File: config.mk
export PLATFORM = sky130hd
export DESIGN_NAME = series_and_newton_function_unit
export DESIGN_NICKNAME = d
export VERILOG_FILES = /design/src/hw/rtl/snf_pkg.sv /design/src/hw/rtl/snf_ctrl.sv /design/src/hw/rtl/snf_div.sv /design/src/hw/rtl/snf_dpath.sv /design/src/hw/rtl/series_and_newton_function_unit.sv
export VERILOG_INCLUDE_DIRS = /design/src /design/src/hw/rtl
export SDC_FILE = /design/constraint.sdc
export NUM_CORES = 2
export LEC_CHECK = 0
export ABC_CLOCK_PERIOD_IN_PS = 28300
export BUFFER_PORTS_ARGS = -buffer_cell sky130_fd_sc_hd__buf_2
export CELL_PAD_IN_SITES_DETAIL_PLACEMENT = 1
export CELL_PAD_IN_SITES_GLOBAL_PLACEMENT = 1
export CORE_MARGIN = 2
export CORE_UTILIZATION = 55
export DETAILED_ROUTE_END_ITERATION = 6
export PLACE_DENSITY_LB_ADDON = 0.1
export SYNTH_ARGS = -nofsm -noshare
export SYNTH_HDL_FRONTEND = slang
export SYNTH_HIERARCHICAL = 1
export SYNTH_SLANG_ARGS = --single-unit
File: constraint.sdc
create_clock -name clk -period 28.3 [get_ports clk]
set_input_delay 1.415 -clock clk [delete_from_list [all_inputs] [get_ports clk]]
set_output_delay 1.415 -clock clk [all_outputs]
set_load 0.05 [all_outputs]
File: src/hw/rtl/series_and_newton_function_unit_defines.svh
// Assertion macros for the series and Newton function unit
`ifndef SERIES_AND_NEWTON_FUNCTION_UNIT_DEFINES_SVH
`define SERIES_AND_NEWTON_FUNCTION_UNIT_DEFINES_SVH

// a condition implies another at the same edge
`define SNF_ASSERT_IMPL(label, ante, cons, msg) \
    label: assert property (@(posedge clk) disable iff (!rst_n) (ante) |-> (cons)) \
        else $error(msg);

// a condition implies another at the next edge
`define SNF_ASSERT_NEXT(label, ante, cons, msg) \
    label: assert property (@(posedge clk) disable iff (!rst_n) (ante) |=> (cons)) \
        else $error(msg);

`endif

File: src/hw/rtl/snf_pkg.sv
// Package: types, constants and codes of the series and Newton function unit
`default_nettype none
package snf_pkg;
    localparam int FRAC_BITS = 24;
    localparam int MAX_TERMS = 32;
    localparam int MAX_ITER  = 32;
    localparam int TERM_W    = 6;
    localparam int ITER_W    = 6;
    localparam int TOL_W     = 25;
    localparam logic [TOL_W-1:0] TOL_RESET = 25'd1678;
    // dividend is up to 64 bits (|term|*|x| or x<<FRAC_BITS)
    localparam int DIV_W     = 64;
    localparam int DCNT_W    = 7;

    localparam logic [1:0] OP_SIN   = 2'd0;
    localparam logic [1:0] OP_EXP   = 2'd1;
    localparam logic [1:0] OP_SQRT  = 2'd2;
    localparam logic [1:0] OP_UNDEF = 2'd3;  // no operation defined

    localparam logic [1:0] ST_OK    = 2'd0;
    localparam logic [1:0] ST_SAT   = 2'd1;
    localparam logic [1:0] ST_BAD   = 2'd2;
    localparam logic [1:0] ST_NOCNV = 2'd3;

    typedef struct packed {
        logic [1:0]         req_type;
        logic signed [31:0] arg_x;
        logic [5:0]         term_count;
        logic signed [31:0] start_guess;
    } req_t;

    typedef struct packed {
        logic signed [31:0] value;
        logic [1:0]         status;
    } rsp_t;

    // controller to datapath
    typedef struct packed {
        logic load;      // capture request, init term/sum/guess
        logic mul;       // product |term|*|x| into dividend
        logic sq_prep;   // x<<FRAC into dividend, guess as divisor
        logic div_start; // begin a division
        logic ser_upd;   // apply series step from quotient
        logic nw_upd;    // apply Newton step from quotient
        logic fin;       // form the result
    } snf_cmd_t;

    // datapath to controller
    typedef struct packed {
        logic div_busy;
        logic bad;       // operand check failed
        logic ser_last;  // series index reached n
        logic nw_done;   // converged
        logic nw_last;   // iteration cap reached
    } snf_sts_t;
endpackage
`default_nettype wire

File: src/hw/rtl/snf_ctrl.sv
// Controller state machine of the series and Newton function unit
`default_nettype none
module snf_ctrl (
    input  wire logic              clk,
    input  wire logic              rst_n,
    input  wire logic              in_go,
    input  wire logic [1:0]        op,
    input  wire snf_pkg::snf_sts_t sts,
    input  wire logic              out_free,
    output snf_pkg::snf_cmd_t      cmd,
    output logic                   idle,
    output logic                   res_valid
);
    localparam logic [2:0] S_IDLE = 3'd0;
    localparam logic [2:0] S_CHK  = 3'd1;
    localparam logic [2:0] S_MUL  = 3'd2;
    localparam logic [2:0] S_DIV  = 3'd3;
    localparam logic [2:0] S_WAIT = 3'd4;
    localparam logic [2:0] S_FIN  = 3'd5;
    localparam logic [2:0] S_OUT  = 3'd6;

    logic [2:0] state_reg, state_next;

    always_ff @(posedge clk or negedge rst_n)
    begin
        if (!rst_n)
            state_reg <= S_IDLE;
        else
            state_reg <= state_next;
    end

    // sequencing
    always_comb
    begin
        cmd = '0;
        state_next = state_reg;
        case (state_reg)
            S_IDLE:
            begin
                if (in_go)
                begin
                    cmd.load = 1'b1;
                    state_next = S_CHK;
                end
            end
            S_CHK:
            begin
                if (sts.bad)
                    state_next = S_FIN;
                else
                    state_next = S_MUL;
            end
            S_MUL:
            begin
                if (op == snf_pkg::OP_SQRT)
                    cmd.sq_prep = 1'b1;
                else
                    cmd.mul = 1'b1;
                state_next = S_DIV;
            end
            S_DIV:
            begin
                cmd.div_start = 1'b1;
                state_next = S_WAIT;
            end
            S_WAIT:
            begin
                if (!sts.div_busy)
                begin
                    if (op == snf_pkg::OP_SQRT)
                    begin
                        cmd.nw_upd = 1'b1;
                        state_next = (sts.nw_done || sts.nw_last) ? S_FIN : S_MUL;
                    end
                    else
                    begin
                        cmd.ser_upd = 1'b1;
                        state_next = sts.ser_last ? S_FIN : S_MUL;
                    end
                end
            end
            S_FIN:
            begin
                cmd.fin = 1'b1;
                state_next = S_OUT;
            end
            S_OUT:
            begin
                if (out_free)
                    state_next = S_IDLE;
            end
            default: state_next = S_IDLE;
        endcase
    end

    assign idle = (state_reg == S_IDLE);
    assign res_valid = (state_reg == S_OUT);
endmodule
`default_nettype wire

File: src/hw/rtl/snf_div.sv
// Restoring radix-2 unsigned divider, one quotient bit per cycle
`default_nettype none
module snf_div (
    input  wire logic                      clk,
    input  wire logic                      rst_n,
    input  wire logic                      start,
    input  wire logic [snf_pkg::DIV_W-1:0] dividend,
    input  wire logic [snf_pkg::DIV_W-1:0] divisor,
    output logic                           busy,
    output logic [snf_pkg::DIV_W-1:0]      quotient
);
    localparam int W = snf_pkg::DIV_W;
    logic [W-1:0] quo_reg;
    logic [W:0]   rem_reg;
    logic [W-1:0] dvs_reg;
    logic [snf_pkg::DCNT_W-1:0] cnt_reg;
    logic busy_reg;
    logic [W:0] shifted, diff;

    assign shifted = {rem_reg[W-1:0], quo_reg[W-1]};
    assign diff    = shifted - {1'b0, dvs_reg};

    always_ff @(posedge clk or negedge rst_n)
    begin
        if (!rst_n)
        begin
            busy_reg <= 1'b0;
            cnt_reg  <= '0;
        end
        else if (start)
        begin
            busy_reg <= 1'b1;
            cnt_reg  <= snf_pkg::DCNT_W'(W);
        end
        else if (busy_reg)
        begin
            cnt_reg <= cnt_reg - 1'b1;
            if (cnt_reg == snf_pkg::DCNT_W'(1))
                busy_reg <= 1'b0;
        end
    end

    // shift-subtract step
    always_ff @(posedge clk)
    begin
        if (start)
        begin
            quo_reg <= dividend;
            rem_reg <= '0;
            dvs_reg <= divisor;
        end
        else if (busy_reg)
        begin
            if (!diff[W])
            begin
                rem_reg <= diff;
                quo_reg <= {quo_reg[W-2:0], 1'b1};
            end
            else
            begin
                rem_reg <= shifted;
                quo_reg <= {quo_reg[W-2:0], 1'b0};
            end
        end
    end

    assign busy = busy_reg || start;
    assign quotient = quo_reg;
endmodule
`default_nettype wire

File: src/hw/rtl/snf_dpath.sv
// Datapath: term, sum, guess registers, multiplier and divider
`default_nettype none
module snf_dpath (
    input  wire logic                          clk,
    input  wire logic                          rst_n,
    input  wire snf_pkg::snf_cmd_t             cmd,
    input  wire snf_pkg::req_t                 req,
    input  wire logic [snf_pkg::TOL_W-1:0]     tol,
    output snf_pkg::snf_sts_t                  sts,
    output logic [1:0]                         op,
    output snf_pkg::rsp_t                      rsp
);
    localparam int F = snf_pkg::FRAC_BITS;
    localparam logic signed [39:0] POS_MAX = 40'sd2147483647;
    localparam logic signed [39:0] NEG_MIN = -40'sd2147483648;

    logic [1:0]         op_reg;
    logic signed [31:0] x_reg;
    logic [5:0]         n_reg;
    logic [5:0]         i_reg;
    logic signed [31:0] term_reg;   // running term, or Newton guess
    logic signed [39:0] sum_reg;    // 32 terms of 32 bits fit in 38
    logic               sat_reg;
    logic               bad_reg;
    logic               done_reg;
    logic [63:0]        dvd_reg;
    logic [63:0]        dvs_reg;
    logic               neg_reg;
    logic               start_reg;
    snf_pkg::rsp_t      rsp_reg;
    logic [63:0]        quo;
    logic               div_busy;

    snf_div u_div (
        .clk      (clk),
        .rst_n    (rst_n),
        .start    (start_reg),
        .dividend (dvd_reg),
        .divisor  (dvs_reg),
        .busy     (div_busy),
        .quotient (quo)
    );

    logic [31:0] mag_t, mag_x;
    assign mag_t = term_reg[31] ? 32'(-term_reg) : 32'(term_reg);
    assign mag_x = x_reg[31] ? 32'(-x_reg) : 32'(x_reg);

    // series step: signed quotient, clamped to 32 bits
    logic signed [39:0] qs;
    logic               q_big;
    logic signed [31:0] step_val;
    logic               step_sat;
    always_comb
    begin
        q_big = |quo[63:33];
        qs = neg_reg ? -$signed({7'd0, quo[32:0]}) : $signed({7'd0, quo[32:0]});
        step_sat = 1'b0;
        if (q_big || qs > POS_MAX)
        begin
            step_sat = q_big || qs > POS_MAX;
            step_val = neg_reg ? 32'sh80000000 : 32'sh7fffffff;
            if (neg_reg && !q_big && qs >= NEG_MIN)
            begin
                step_val = 32'(qs);
                step_sat = 1'b0;
            end
        end
        else if (qs < NEG_MIN)
        begin
            step_sat = 1'b1;
            step_val = 32'sh80000000;
        end
        else
            step_val = 32'(qs);
    end

    // Newton step
    logic [64:0] nsum;
    logic [63:0] s_half;
    logic signed [31:0] ng;
    logic signed [32:0] gdiff;
    logic [32:0] adiff;
    always_comb
    begin
        nsum = {33'd0, term_reg} + {1'b0, quo};
        s_half = nsum[64:1];
        ng = (|s_half[63:31]) ? 32'sh7fffffff : $signed(s_half[31:0]);
        gdiff = 33'(ng) - 33'(term_reg);
        adiff = gdiff[32] ? 33'(-gdiff) : 33'(gdiff);
    end

    always_ff @(posedge clk or negedge rst_n)
    begin
        if (!rst_n)
            start_reg <= 1'b0;
        else
            start_reg <= cmd.div_start;
    end

    always_ff @(posedge clk)
    begin
        if (cmd.load)
        begin
            op_reg   <= req.req_type;
            x_reg    <= req.arg_x;
            n_reg    <= (req.term_count > 6'(snf_pkg::MAX_TERMS)) ?
                        6'(snf_pkg::MAX_TERMS) : req.term_count;
            i_reg    <= 6'd1;
            sat_reg  <= 1'b0;
            done_reg <= 1'b0;
            if (req.req_type == snf_pkg::OP_SQRT)
            begin
                term_reg <= req.start_guess;
                bad_reg  <= req.arg_x[31] || req.start_guess[31] || req.start_guess == 0;
                sum_reg  <= '0;
            end
            else
            begin
                term_reg <= 32'sd1 <<< F;
                sum_reg  <= (req.req_type == snf_pkg::OP_EXP) ? (40'sd1 <<< F) : '0;
                bad_reg  <= (req.req_type == snf_pkg::OP_UNDEF) || req.term_count < 6'd2;
            end
        end
        if (cmd.mul)
        begin
            dvd_reg <= 64'(mag_t) * 64'(mag_x);
            dvs_reg <= 64'(i_reg) << F;
            neg_reg <= term_reg[31] ^ x_reg[31];
        end
        if (cmd.sq_prep)
        begin
            dvd_reg <= 64'(x_reg) << F;
            dvs_reg <= 64'(term_reg);
        end
        if (cmd.ser_upd)
        begin
            term_reg <= step_val;
            if (step_sat)
                sat_reg <= 1'b1;
            if (op_reg == snf_pkg::OP_EXP || i_reg[1:0] == 2'd1)
                sum_reg <= sum_reg + 40'(step_val);
            else if (i_reg[1:0] == 2'd3)
                sum_reg <= sum_reg - 40'(step_val);
            i_reg <= i_reg + 1'b1;
        end
        if (cmd.nw_upd)
        begin
            term_reg <= ng;
            i_reg    <= i_reg + 1'b1;
            if (adiff <= 33'(tol) || ng == 0)
                done_reg <= 1'b1;
        end
        if (cmd.fin)
        begin
            if (bad_reg)
            begin
                rsp_reg.value  <= '0;
                rsp_reg.status <= snf_pkg::ST_BAD;
            end
            else if (op_reg == snf_pkg::OP_SQRT)
            begin
                rsp_reg.value  <= term_reg;
                rsp_reg.status <= done_reg ? snf_pkg::ST_OK : snf_pkg::ST_NOCNV;
            end
            else if (sum_reg > POS_MAX)
            begin
                rsp_reg.value  <= 32'sh7fffffff;
                rsp_reg.status <= snf_pkg::ST_SAT;
            end
            else if (sum_reg < NEG_MIN)
            begin
                rsp_reg.value  <= 32'sh80000000;
                rsp_reg.status <= snf_pkg::ST_SAT;
            end
            else
            begin
                rsp_reg.value  <= 32'(sum_reg);
                rsp_reg.status <= sat_reg ? snf_pkg::ST_SAT : snf_pkg::ST_OK;
            end
        end
    end

    // status: nw flags look at the update being applied this cycle
    assign sts.div_busy = div_busy;
    assign sts.bad      = bad_reg;
    assign sts.ser_last = (i_reg == n_reg);
    assign sts.nw_done  = (adiff <= 33'(tol)) || ng == 0;
    assign sts.nw_last  = (i_reg == 6'(snf_pkg::MAX_ITER));
    assign op  = op_reg;
    assign rsp = rsp_reg;
endmodule
`default_nettype wire

File: src/hw/rtl/series_and_newton_function_unit.sv
// Top level of the series and Newton function unit
//  channel | direction | handshake        | payload
//  in      | input     | in_valid/in_stall | snf_pkg::req_t
//  out     | output    | out_valid/out_stall | snf_pkg::rsp_t
//  cfg     | input     | cfg_valid/cfg_ready | tolerance, 25 bits
// One item at a time. Each series term or Newton iteration runs one
// division in the 64-bit one-bit-per-cycle divider. Bad operands go from
// the check state straight to forming the result. Reset loads tolerance
// 1678; no clearing pass. The result holds in its register while
// out_stall is high and no new item is taken until it leaves.
`default_nettype none
`include "series_and_newton_function_unit_defines.svh"
module series_and_newton_function_unit (
    input  wire logic                        clk,
    input  wire logic                        rst_n,
    input  wire logic                        in_valid,
    output logic                             in_stall,
    input  wire snf_pkg::req_t               in_data,
    output logic                             out_valid,
    input  wire logic                        out_stall,
    output snf_pkg::rsp_t                    out_data,
    input  wire logic                        cfg_valid,
    output logic                             cfg_ready,
    input  wire logic [snf_pkg::TOL_W-1:0]   cfg_data
);
    logic [snf_pkg::TOL_W-1:0] tol_reg;
    snf_pkg::snf_cmd_t cmd;
    snf_pkg::snf_sts_t sts;
    logic [1:0] op;
    logic idle;
    logic in_go;

    assign cfg_ready = 1'b1;
    assign in_stall  = !idle;
    assign in_go     = in_valid && idle;

    always_ff @(posedge clk or negedge rst_n)
    begin
        if (!rst_n)
            tol_reg <= snf_pkg::TOL_RESET;
        else if (cfg_valid && cfg_ready)
            tol_reg <= cfg_data;
    end

    snf_ctrl u_ctrl (
        .clk       (clk),
        .rst_n     (rst_n),
        .in_go     (in_go),
        .op        (op),
        .sts       (sts),
        .out_free  (!out_stall),
        .cmd       (cmd),
        .idle      (idle),
        .res_valid (out_valid)
    );

    snf_dpath u_dpath (
        .clk   (clk),
        .rst_n (rst_n),
        .cmd   (cmd),
        .req   (in_data),
        .tol   (tol_reg),
        .sts   (sts),
        .op    (op),
        .rsp   (out_data)
    );

    `SNF_ASSERT_IMPL(a_no_accept_busy, out_valid, in_stall, "input taken while result pending")
    `SNF_ASSERT_NEXT(a_accept_busy, in_valid && !in_stall, in_stall && !out_valid, "accept did not start work")
    `SNF_ASSERT_IMPL(a_one_cmd, 1'b1, $onehot0({cmd.mul, cmd.sq_prep, cmd.ser_upd, cmd.nw_upd, cmd.fin}), "conflicting datapath commands")
endmodule
`default_nettype wire

==> results.py <==
metrics = {
    "worst_setup_path": {
        "critPathLaunchType": "register",
        "rr_worst_depth": 34,
        "worstPathArrival_ps": 13310,
        "cpMostUsedCell": "fa_1",
        "max_stage_delay_ps": 720,
        "criticalPathCategory": "register to register",
        "r2r-end": "u_dpath/dvd_reg[62]",
        "reg2reg_from": "u_dpath/x_reg[0]",
        "rrSetupSlack_ps": 15430,
        "cpMaxStageDelayCell": "edfxtp_1",
        "cp-end-kind": "register",
        "required_ps": 28740,
        "critPathMaxFanout": 19,
    },
    "place": {
        "placedCellCount": 9549,
        "post-place-ws_ps": 15640,
        "dp_hpwl_um": 213000,
        "port_buffers": 137,
        "gp_congestion": 1.028,
    },
    "power": {
        "vdd_drop_max_mv": 0.04391,
        "power.density_nw_per_um2": 23.40,
        "p_leak_nw": 33.91,
    },
    "timing": {
        "layout_setup_ws_ps": 15430,
        "drv_slew": 0,
        "worstMarginPinSlew_ps": 1325,
        "timing.hold.ws_ps": 420.0,
        "slew_headroom": 0.1121,
        "rsz0062_at_grt": "no",
        "max_freq_mhz": 77.72,
        "tns_ps": 0,
        "setup_violations": 0,
        "fin_skew_ps": 82.43,
        "min_period_ps": 12870,
        "finalCritPeriodShare": 0.4546,
        "hold_viol": 0,
    },
    "synthesis": {
        "async_reset_ff_frac": 0.07692,
        "synth.most_common_cell": "inv_1",
        "synth_area_leaders": "fa_1, edfxtp_1, ha_1, inv_1, nand2_1",
        "ys_seq_area_frac": 0.1849,
        "synth_common_cells": "inv_1, nand2_1, fa_1",
        "synth_top_area_cell": "fa_1",
        "mappedNetlistNets": 9539,
        "ys.warnings.count": 6,
        "synth_cells": 8032,
        "synth.top_cell.area_share": 0.2572,
        "synth-seq-cells": 481,
        "synth_flop_cell": "edfxtp_1",
        "netlist-cell-type-count": 120,
        "avgSynthCellArea_um2": 8.732,
        "syn_area_um2": 70130,
        "synth_edf_count": 314,
    },
    "layout": {
        "synthToLayoutAreaGrowth_pct": 6.760,
        "seq_area_um2": 12970,
        "multiInputGateArea_um2": 51550,
        "fin_nets": 9455,
        "drive_above_1_share": 0.08527,
        "instances_no_fill": 9665,
        "final_core_util": 0.5894,
        "fill_cells": 14819,
    },
    "global_route": {
        "grt_max_degree": 68,
        "grt_antenna_before_repair": 7,
        "grt_pass1_vias": 68207,
        "track_usage": 0.4205,
        "grt_overflow_total": 0,
        "grt_pass1_wl_um": 416300,
    },
    "detailed_routing": {
        "dr_total_vias": 62398,
        "drcViolationCount": 2,
        "vias_per_cell": 6.456,
        "finalWirelength_um": 273500,
        "drtAntennaViolNets": 0,
        "wl_per_cell_um": 28.29,
        "firstDrtPassIters": 7,
        "dr.first_iter.drc_count": 5484,
    },
    "clock_tree": {
        "post_cts_resized": 0,
        "htreeDepth": 2,
        "cts.sinks": 481,
        "cts_root_buf": "clkbuf_16",
        "cts_tree": "done",
        "clockBufferDepth": 3,
        "cts_setup_buffers": 0,
        "numCtsBuffers": 59,
        "clk_latency_ps": 710,
        "path_clk_slew_ps": 70,
        "cts_hold_buf": 0,
    },
    "die": {
        "initial_core_util": 0.5521,
        "core_um2": 127000,
        "fp-row-count": 131,
        "dieWidth_um": 361.1,
        "io_pins": 139,
        "dieArea_um2": 130400,
        "die_height_um": 361.1,
    },
    "status": {
        "status": "finished with violations",
        "violations": "DRC",
    },
    "worst_hold_path": {
        "whs_path_depth": 0,
        "min_to": "u_dpath/u_div/dvs_reg[17]",
        "hp-class": "register to register",
        "worstHoldStart": "u_dpath/dvs_reg[17]",
    },
    "flow_run": {
        "max_cap_violations": 0,
    },
}
[kinds of logic after synthesis]
family,synth area share
XOR/XNOR,0.03916
multiplexers,0.02924
other,0.0001071
AND/OR/NAND/NOR,0.1636
adder cells (fa/ha/maj),0.3471
flip-flops,0.1849
buffers and inverters,0.09036
AO/OA/AOI/OAI,0.1455
[power breakdown]
group,total (mW),leakage (nW),switching (mW),internal [mW]
Sequential,0.805,4.43,0.0333,0.772
Combinational,0.151,28.5,0.0880,0.0627
Clock,0.796,0.947,0.341,0.455
Total,1.75,33.9,0.463,1.29
[cell type report]
type                            count  area share
Timing Repair Buffer              272     0.02269
Antenna cell                        5   0.0001671
Sequential cell                   481      0.1733
Clock inverter                     33    0.005514
Clock buffer                       78     0.02134
Inverter                         1213     0.06081
Tap cell                         1662     0.02777
Multi-Input combinational cell   5921      0.6885
[critical path: cells and delay by family (launching register included)]
kind	cells	cell delay, ps
and+or+nand+nor	7	2420
DFF	1	720
AOI/OAI and AO/OA	9	3330
buffers and inverters	6	1070
adders and majority gates	10	4570
xor gates and xnor gates	2	510
[stage by stage]
stage | power, mW | area [um^2]
2_1_floorplan | 0.9036 | 70130
3_3_place_gp | 0.9539 | 72850
3_5_place_dp | 0.9638 | 72850
4_1_cts | 1.757 | 74860
5_1_grt | 1.797 | 74860
6_report | 1.752 | 74880
[worst max path at each step]
stage	start	end	cells past startpoint
finish	u_dpath/x_reg[0]	u_dpath/dvd_reg[62]	34
global route	u_dpath/x_reg[0]	u_dpath/dvd_reg[58]	34
CTS	u_dpath/x_reg[0]	u_dpath/dvd_reg[62]	34
detailed placement	u_dpath/x_reg[0]	u_dpath/dvd_reg[62]	34
global placement	u_dpath/x_reg[0]	u_dpath/dvd_reg[62]	34
floorplan	u_dpath/x_reg[0]	u_dpath/dvd_reg[57]	39
[layout by cell type, fill, tap and decap left out, types with 123 or more instances in the layout]
| cell type | instances |
|---|---|
| buf_4 | 135 |
| o21ai_0 | 272 |
| fa_1 | 901 |
| nand3_1 | 123 |
| nor2_1 | 615 |
| a21oi_1 | 413 |
| inv_1 | 1208 |
| edfxtp_1 | 314 |
| xnor2_1 | 148 |
| nand2_1 | 1038 |
| dfxtp_1 | 130 |
| ha_1 | 504 |
| buf_2 | 137 |
[routing by layer]
metal	wire [um]	up-vias	global-route usage	part of all wire
li1	-	26626	-	-
met5	25	-	0	0.000091
met3	25070	1065	0.08822	0.092
met4	21860	4	0.2861	0.080
met1	99250	31509	0.4986	0.36
met2	127200	3194	0.6882	0.47
No activity file was read; power rests on OpenSTA's default activity.
